[src/rtl/bcc_pkg.sv]
package bcc_pkg;

  localparam int unsigned TimeWidth = 32;
  localparam int unsigned CfgWidth  = 16;
  localparam int unsigned CountWidth = 8;
  localparam int unsigned CfgIdxWidth = 8;

  localparam logic [CfgWidth-1:0] DebounceReset   = 16'd30;
  localparam logic [CfgWidth-1:0] ShortLimitReset = 16'd800;
  localparam logic [CfgWidth-1:0] LongTimeReset   = 16'd15000;
  localparam logic [CfgWidth-1:0] WindowReset     = 16'd600;

  localparam logic [CfgIdxWidth-1:0] RegDebounce   = 8'd0;
  localparam logic [CfgIdxWidth-1:0] RegShortLimit = 8'd1;
  localparam logic [CfgIdxWidth-1:0] RegLongTime   = 8'd2;
  localparam logic [CfgIdxWidth-1:0] RegWindow     = 8'd3;

  typedef enum logic [1:0] {
    EV_NONE   = 2'd0,
    EV_SINGLE = 2'd1,
    EV_TRIPLE = 2'd2,
    EV_LONG   = 2'd3
  } event_e;

  typedef struct packed {
    logic [CfgWidth-1:0] debounce_time;
    logic [CfgWidth-1:0] short_press_limit;
    logic [CfgWidth-1:0] long_press_time;
    logic [CfgWidth-1:0] click_window;
  } cfg_t;

endpackage

[src/rtl/bcc_core.sv]
module bcc_core (
  input  logic                            clk_i,
  input  logic                            rst_ni,
  input  logic                            step_i,
  input  logic [bcc_pkg::TimeWidth-1:0]   time_ms_i,
  input  logic                            level_i,
  input  bcc_pkg::cfg_t                   cfg_i,
  output bcc_pkg::event_e                 event_o
);
  import bcc_pkg::*;

  logic                  stable_q, stable_d;
  logic [TimeWidth-1:0]  edge_time_q, edge_time_d;
  logic [TimeWidth-1:0]  press_start_q, press_start_d;
  logic [TimeWidth-1:0]  release_time_q, release_time_d;
  logic [CountWidth-1:0] count_q, count_d;

  logic                  edge_ok;
  logic                  short_ok;
  logic                  long_hit;
  logic [CountWidth-1:0] count_n;
  logic                  stable_n;

  // Edge acceptance and press bookkeeping; the long-press test then looks at the
  // press start as it stands after this poll's edge.
  always_comb begin
    edge_ok = (level_i != stable_q) &&
              ((time_ms_i - edge_time_q) > {16'd0, cfg_i.debounce_time});
    stable_n      = edge_ok ? level_i : stable_q;
    edge_time_d   = edge_ok ? time_ms_i : edge_time_q;
    press_start_d = (edge_ok && !level_i) ? time_ms_i : press_start_q;
    short_ok = edge_ok && level_i &&
               ((time_ms_i - press_start_q) <= {16'd0, cfg_i.short_press_limit});
    count_n        = short_ok ? count_q + 8'd1 : count_q;
    release_time_d = short_ok ? time_ms_i : release_time_q;
    long_hit = !level_i &&
               ((time_ms_i - press_start_d) >= {16'd0, cfg_i.long_press_time});

    stable_d = stable_n;
    count_d  = count_n;
    event_o  = EV_NONE;
    if (long_hit) begin
      stable_d = 1'b1;
      count_d  = '0;
      event_o  = EV_LONG;
    end else if ((count_n != '0) &&
                 ((time_ms_i - release_time_d) > {16'd0, cfg_i.click_window})) begin
      case (count_n)
        8'd1:    event_o = EV_SINGLE;
        8'd3:    event_o = EV_TRIPLE;
        default: event_o = EV_NONE;
      endcase
      count_d = '0;
    end
  end

  always_ff @(posedge clk_i or negedge rst_ni) begin
    if (!rst_ni) begin
      stable_q       <= 1'b1;
      edge_time_q    <= '0;
      press_start_q  <= '0;
      release_time_q <= '0;
      count_q        <= '0;
    end else if (step_i) begin
      stable_q       <= stable_d;
      edge_time_q    <= edge_time_d;
      press_start_q  <= press_start_d;
      release_time_q <= release_time_d;
      count_q        <= count_d;
    end
  end

endmodule

[src/rtl/button_click_classifier_top.sv]
// Button click classifier: one poll in, one event out.
// Path: each poll goes from the input transfer into the input register, then
// through the classification logic into the result register, which feeds the
// result transfer.
// Throughput: one poll per cycle; only output stall holds the pipeline back.
// Reset (async, active low) empties both registers, restores the default
// timing registers and returns the button state to released with no clicks.
module button_click_classifier_top (
  input  logic                              clk_i,
  input  logic                              rst_ni,
  input  logic                              in_valid_i,
  output logic                              in_stall_o,
  input  logic [bcc_pkg::TimeWidth-1:0]     time_ms_i,
  input  logic                              level_i,
  output logic                              out_valid_o,
  input  logic                              out_stall_i,
  output logic [1:0]                        event_res_o,
  input  logic                              cfg_valid_i,
  output logic                              cfg_ready_o,
  input  logic [bcc_pkg::CfgIdxWidth-1:0]   cfg_index_i,
  input  logic [bcc_pkg::CfgWidth-1:0]      cfg_data_i
);
  import bcc_pkg::*;

  cfg_t                 cfg_q;
  logic                 in_valid_q;
  logic [TimeWidth-1:0] in_time_q;
  logic                 in_level_q;
  logic                 out_valid_q;
  event_e               out_event_q;
  event_e               core_event;
  logic                 advance;
  logic                 step;

  assign cfg_ready_o = 1'b1;

  always_ff @(posedge clk_i or negedge rst_ni) begin
    if (!rst_ni) begin
      cfg_q.debounce_time     <= DebounceReset;
      cfg_q.short_press_limit <= ShortLimitReset;
      cfg_q.long_press_time   <= LongTimeReset;
      cfg_q.click_window      <= WindowReset;
    end else if (cfg_valid_i) begin
      case (cfg_index_i)
        RegDebounce:   cfg_q.debounce_time     <= cfg_data_i;
        RegShortLimit: cfg_q.short_press_limit <= cfg_data_i;
        RegLongTime:   cfg_q.long_press_time   <= cfg_data_i;
        RegWindow:     cfg_q.click_window      <= cfg_data_i;
        default: ;
      endcase
    end
  end

  // The result register frees up when it is empty or its transfer completes.
  assign advance    = !out_valid_q || !out_stall_i;
  assign step       = in_valid_q && advance;
  assign in_stall_o = in_valid_q && !advance;

  always_ff @(posedge clk_i or negedge rst_ni) begin
    if (!rst_ni) begin
      in_valid_q <= 1'b0;
    end else if (!in_stall_o) begin
      in_valid_q <= in_valid_i;
    end
  end

  always_ff @(posedge clk_i) begin
    if (in_valid_i && !in_stall_o) begin
      in_time_q  <= time_ms_i;
      in_level_q <= level_i;
    end
  end

  bcc_core u_core (
    .clk_i     (clk_i),
    .rst_ni    (rst_ni),
    .step_i    (step),
    .time_ms_i (in_time_q),
    .level_i   (in_level_q),
    .cfg_i     (cfg_q),
    .event_o   (core_event)
  );

  always_ff @(posedge clk_i or negedge rst_ni) begin
    if (!rst_ni) begin
      out_valid_q <= 1'b0;
    end else if (advance) begin
      out_valid_q <= step;
    end
  end

  always_ff @(posedge clk_i) begin
    if (step) begin
      out_event_q <= core_event;
    end
  end

  assign out_valid_o = out_valid_q;
  assign event_res_o = out_event_q;

  a_stall_only_on_backpressure: assert property (@(posedge clk_i) disable iff (!rst_ni)
    in_stall_o |-> (out_valid_q && out_stall_i))
    else $error("input stalled without a blocked result");

  a_step_fills_result: assert property (@(posedge clk_i) disable iff (!rst_ni)
    step |=> out_valid_q)
    else $error("processed poll did not reach the result register");

  a_long_needs_press: assert property (@(posedge clk_i) disable iff (!rst_ni)
    (step && in_level_q) |=> (out_event_q != EV_LONG))
    else $error("long press reported for a released poll");

endmodule
[config.mk]
export PLATFORM = sky130hd
export DESIGN_NAME = button_click_classifier_top
export DESIGN_NICKNAME = d
export VERILOG_FILES = /design/src/rtl/bcc_pkg.sv /design/src/rtl/bcc_core.sv /design/src/rtl/button_click_classifier_top.sv
export SDC_FILE = /design/constraint.sdc
export NUM_CORES = 1
export LEC_CHECK = 0
export ABC_CLOCK_PERIOD_IN_PS = 16370
export BUFFER_PORTS_ARGS = -buffer_cell sky130_fd_sc_hd__buf_2
export CAP_MARGIN = 10
export CORE_MARGIN = 4
export CORE_UTILIZATION = 52
export DETAILED_ROUTE_END_ITERATION = 8
export MAX_ROUTING_LAYER = met4
export PLACE_DENSITY = 0.79
export SKIP_CTS_REPAIR_TIMING = 1
export SLEW_MARGIN = 20
export SYNTH_ARGS = -nofsm -noshare
export SYNTH_HDL_FRONTEND = slang
export SYNTH_SLANG_ARGS = --single-unit
export TNS_END_PERCENT = 100
[constraint.sdc]
create_clock -name clk_i -period 16.37 [get_ports clk_i]
set_input_delay 1.637 -clock clk_i [delete_from_list [all_inputs] [get_ports clk_i]]
set_output_delay 1.637 -clock clk_i [all_outputs]
set_load 0.1 [all_outputs]
---- Yosys cells after proc, flatten, opt, wreduce, memory -nomap -nowiden ----
Index checks and enable logic that the tools add are counted.
word-level totals
  flip-flop bits (word level) ............. 206
  input bits .............................. 62
  output and inout bits ................... 5
  logic and storage cells ................. 62
cells by class
  add/sub/neg operators ................... 5
  order comparisons ....................... 4
  equality and inequality tests ........... 6
  multiplexer cells ....................... 9
  reductions and logical operators ........ 24
operators by type and width
  kind                   count
  $sub A32 B32 Y32       4
  $gt A32 B16 Y1         2
  $mux W32               2
  $ge A32 B16 Y1         1
  $le A32 B16 Y1         1
  $eq A8 B2 Y1 const B   3
  $mux W8                3
  $eq A8 B1 Y1 const B   2
  $reduce_and A2 Y1      6
  $logic_and A1 B1 Y1    9
  $add A8 B1 Y8 const B  1
  $logic_not A8 Y1       1
  $reduce_bool A8 Y1     1
  $logic_not A1 Y1       5
  $pmux W2 S2            1
  $mux W1                2
  $mux W2                1
  $reduce_bool A2 Y1     1
  $logic_or A1 B1 Y1     1
  $ne A1 B1 Y1           1

---- Longest topological paths before layout ----
  depth in word-level cells ............... 11
  depth in mapped cells ................... 52
  depth with buffers taken out ............ 50

---- Cells and area by module ----
Synthesis repeated with hierarchy kept, for this count alone.
unflattened totals
  cell total of the unflattened synthesis .. 2041
  area total of the unflattened synthesis .. 18245.0 µm²
by module, submodules not included
  module                       instances  cells an instance  area each (µm²)  sequential area each (µm²)
  bcc_core                     1          1855               14511.4          2628.8
  button_click_classifier_top  1          186                3733.6           2725.1

---- Least setup slack after synthesis ----
Ideal clock, no wire load.
  path kind ............................... register -> register
  start point ............................. register in_time_q[12]
  end point ............................... register out_event_q[0], in the netlist event_res_o[0] (data pin)
  library setup time ...................... 0.270 ns
  arrival time ............................ 9.694 ns
  required time ........................... 16.100 ns
  slack ................................... 6.406 ns
  cell stages (with the launch flop) ...... 45
  path buffers ............................ 2
  path through ............................ edfxtp_1 > ha_1 > clkbuf_1 > and3_1 > nand2_1 > a2111oi_0 > nor3_1 > xnor2_1 > ha_1 > nand4_1 > or3_1 > or2_2 > a221oi_1 > and4_1 > nand4b_1 > nor4b_1 > a2111oi_4 > clkbuf_1 > (+9 left out) > o2111ai_1 > a221oi_1 > or3_1 > a31oi_1 > nor3_1 > xnor2_1 > ha_1 > nand3_1 > nor2_1 > o21ai_0 > a21boi_0 > a2bb2oi_1 > nor4_1 > nand4_1 > or4_1 > nor4_4 > or3b_1 > o21ai_1
between the ends
  word-level cells in the longest chain between the ends .. 10
  elaborated cells on any way between the ends .. 22
ends and longest elaborated chain
  item                          line                               source
  from (decl)                   button_click_classifier_top.sv:27  logic [TimeWidth-1:0] in_time_q;
  from (signal assigned)        button_click_classifier_top.sv:69  in_time_q <= time_ms_i;
  $sub A32 B32 Y32              bcc_core.sv:28                     ((time_ms_i - edge_time_q) > {16'd0, cfg_i.debounce_time});
  $gt A32 B16 Y1                bcc_core.sv:28
  $logic_and A1 B1 Y1           bcc_core.sv:27                     edge_ok = (level_i != stable_q) &&
  $logic_and A1 B1 Y1           bcc_core.sv:32                     short_ok = edge_ok && level_i &&
  $logic_and A1 B1 Y1 (*)       bcc_core.sv:32
  $mux W32 (*)                  bcc_core.sv:35                     release_time_d = short_ok ? time_ms_i : release_time_q;
  net u_core.release_time_d[0]  bcc_core.sv:15                     logic [TimeWidth-1:0] release_time_q, release_time_d;
  $sub A32 B32 Y32 (*)          bcc_core.sv:47                     ((time_ms_i - release_time_d) > {16'd0, cfg_i.click_window})) begin
  $gt A32 B16 Y1 (*)            bcc_core.sv:47
  $logic_and A1 B1 Y1 (*)       bcc_core.sv:46                     end else if ((count_n != '0) &&
  $mux W2 (*)                   bcc_core.sv:46
  to (signal assigned)          button_click_classifier_top.sv:94  out_event_q <= core_event;
  to (decl)                     button_click_classifier_top.sv:30  event_e out_event_q;
The timed path passes the listed nets; every way through them passes the cells marked *.
A chain may end at the register's enable or synchronous reset.

---- Final worst setup path ----
  start point ............................. register in_time_q[6]
  end point ............................... register out_event_q[0], in the netlist event_res_o[0] (data pin)
The elaborated chain is that of the path after synthesis.

==> impl_metrics.py <==
metrics = {
    "routing": {
        "wl_per_cell_um": 19.9,
        "drt-total-wl_mm": 50.3,
        "drc_errors": 0,
        "vias": 15577,
        "drt-initial-drc-count": 1191,
        "drtPass1Iterations": 5,
        "antenna_left": 0,
        "vias_per_cell": 6.17,
    },
    "layout": {
        "area_growth_pct": 8.72,
        "utilization": 0.578,
        "nFillCells": 2935,
        "n_antenna_cell": 0,
        "final_area_um2": 19500,
        "seq_area_um2": 5350,
        "multi_input_area_um2": 11700,
        "final_nets": 2310,
        "layout-drive-gt1-share": 0.147,
    },
    "yosys": {
        "netlist_top_cells_area": "dfrtp_1 (21%), ha_1 (13%), mux2_2 (9.0%)",
        "synth_edf_count": 35,
        "synth.most_common_cell": "ha_1",
        "synth_warnings": 0,
        "yosys.area.top_type_share": 0.212,
        "synth_top_cells_by_count": "ha_1 (186), inv_1 (183), a21oi_1 (157), dfrtp_1 (152), nand2_1 (144)",
        "avgSynthCellArea_um2": 8.86,
        "synth_area_leader_cell": "dfrtp_1",
        "ys_seq_elements": 206,
        "yosysSeqAreaShare": 0.298,
        "synth.distinct_cells": 83,
        "ys.flop_type": "dfrtp_1",
        "syn_area_um2": 18000,
        "async_flop_share": 0.830,
        "syn_nets": 2280,
        "synth_cells": 2028,
    },
    "grt": {
        "grtUsageTotal": 0.267,
        "grt_max_degree": 64,
        "grt_pass1_vias": 15303,
        "grt_first_pass_wirelength_mm": 80.9,
        "gr-total-overflow": 0,
        "antenna_found_initial": 2,
    },
    "setup_path": {
        "worst-path-max-fanout": 31,
        "crit_arrival_ps": 12280,
        "reg2reg_slack_ps": 4370,
        "reg2reg_to": "event_res_o[0]$_SDFFCE_PN1P_",
        "endpoint_kind": "register",
        "r2r-start": "in_time_q[6]$_DFFE_PP_",
        "crit_required_ps": 16650,
        "start_kind": "register",
        "r2r_cells": 43,
        "crit_top_cell": "ha_1",
        "critPathMaxStageDelay_ps": 860,
        "slowest_stage": "a2111oi_0",
        "crit_type": "register to register",
    },
    "clock_network": {
        "cts_max_path_buffers": 3,
        "htreeDepth": 1,
        "cts_tree": "built",
        "cts_buffers": 26,
        "clock_latency_ps": 570,
        "cts-root-buf": "clkbuf_16",
        "clock-sinks": 206,
        "clk_pin_slew_ps": 60,
    },
    "worst_hold_path": {
        "min_path_cells": 2,
        "hp-start": "u_core.release_time_q[0]$_DFFE_PN0P_",
        "hold_class": "register to register",
        "min_to": "u_core.release_time_q[0]$_DFFE_PN0P_",
    },
    "sta": {
        "worst_slack_ps": 4370,
        "fin_crit_ps": 12000,
        "slew_headroom": 0.287,
        "worstMarginPinSlew_ps": 1040,
        "hold_violations": 0,
        "fmax_ghz": 0.0833,
        "final_max_slew_viol_count": 0,
        "rsz0062_at_grt": "false",
        "finalCritPeriodShare": 0.733,
        "skew_ps": 33.2,
        "setup_viol": 0,
        "finalSetupTns_ps": 0,
    },
    "place": {
        "gp_congestion": 0.992,
        "placed_area_um2": 18700,
        "dpl.hpwl_mm": 39.6,
        "dp_slack_ps": 4560,
        "place.port_buffers": 65,
    },
    "floorplanning": {
        "ios": 67,
        "die_area_um2": 37600,
        "die_h_um": 194,
        "row_count": 67,
        "initial_core_util": 0.532,
        "dieWidth_um": 194,
        "coreArea_um2": 33800,
    },
    "pwr": {
        "irDropWorstVdd_uv": 110,
        "p_leak_nw": 8.64,
        "powerDensity_nw_per_um2": 130,
    },
    "outcome": {
        "status": "completed",
    },
    "run": {
        "cap_violations": 0,
    },
}
==> layout make-up <==
cell class | count | share of cell area
Clock inverter | 20 | 0.00986
Inverter | 183 | 0.0351
Tap cell | 448 | 0.0287
Timing Repair Buffer | 78 | 0.0220
Clock buffer | 28 | 0.0337
Multi-Input combinational cell | 1563 | 0.597
Sequential cell | 206 | 0.274
==> layout by cell type, fill, tap and decap left out, types with 27 or more instances in the layout <==
cell      count
ha_1        186
inv_1       183
a21oi_1     157
dfrtp_1     152
nand2_1     144
mux2_2      143
nor2_1      120
o21ai_0     106
xnor2_1      64
mux2i_1      64
buf_2        64
nand4_1      54
nand3_1      47
a21o_1       43
edfxtp_1     35
nor3_1       32
o21a_1       31
nor2b_1      27
==> metal layers <==
layer	vias up	GRT usage	part of all wire
met5	-	-	0
met4	0	0.0737	0.027
met3	92	0.0255	0.052
met2	457	0.431	0.47
met1	7554	0.362	0.45
li1	7474	-	-
==> metrics by stage <==
| step | total power, W | cells | hold WS [ps] |
|---|---|---|---|
| floorplan | 0.00163 | 2028 | 446 |
| global placement | 0.00193 | 2478 | 463 |
| detailed placement | 0.00195 | 2478 | 484 |
| CTS | 0.00253 | 2526 | 498 |
| global route | 0.00273 | 2526 | 510 |
| finish | 0.00254 | 2526 | 497 |
==> state kept, by name (all words and copies together) (netlist names) <==
name	cells
cfg_q	64
in_time_q	32
u_core.edge_time_q	32
u_core.press_start_q	32
u_core.release_time_q	32
u_core.count_q	8
event_res_o	2
in_level_q	1
in_valid_q	1
out_valid_o	1
u_core.stable_q	1
==> critical path: cells and delay by family, from the launching register on <==
family          cells  cell delay (ps)
compound gates     16             3700
xor+xnor            2              360
fa+ha+maj           5             1610
buf+inv             2              400
flops               1              580
mux                 1              300
simple gates       17             4720
==> cells by family after synthesis <==
family / count (synthesis) / share of synthesized area
flip-flops: 206 / 0.298
AND/OR/NAND/NOR: 545 / 0.154
multiplexers: 207 / 0.125
XOR/XNOR: 90 / 0.0439
buffers and inverters: 259 / 0.0544
adder cells (fa/ha/maj): 191 / 0.134
other: 1 / 0.000209
AO/OA/AOI/OAI: 529 / 0.190
==> where the power goes <==
part           leakage [nW]  internal [W]  total [W]  switching [W]
Clock                 0.397      0.000314   0.000561       0.000246
Combinational          5.79      0.000538    0.00133       0.000791
Sequential             2.46      0.000593   0.000648      0.0000555
Total                  8.64       0.00145    0.00254        0.00109
==> worst max-delay path by stage <==
stage,startpoint,endpoint,cells after the start
2_1_floorplan,in_time_q[12]$_DFFE_PP_,event_res_o[0]$_SDFFCE_PN1P_,44
3_3_place_gp,in_time_q[9]$_DFFE_PP_,event_res_o[0]$_SDFFCE_PN1P_,43
3_5_place_dp,in_time_q[1]$_DFFE_PP_,event_res_o[0]$_SDFFCE_PN1P_,47
4_1_cts,in_time_q[1]$_DFFE_PP_,event_res_o[0]$_SDFFCE_PN1P_,47
5_1_grt,in_time_q[1]$_DFFE_PP_,u_core.stable_q$_DFFE_PN1P_,50
6_report,in_time_q[6]$_DFFE_PP_,event_res_o[0]$_SDFFCE_PN1P_,43
Note: power is estimated with default switching activity, not from simulation.
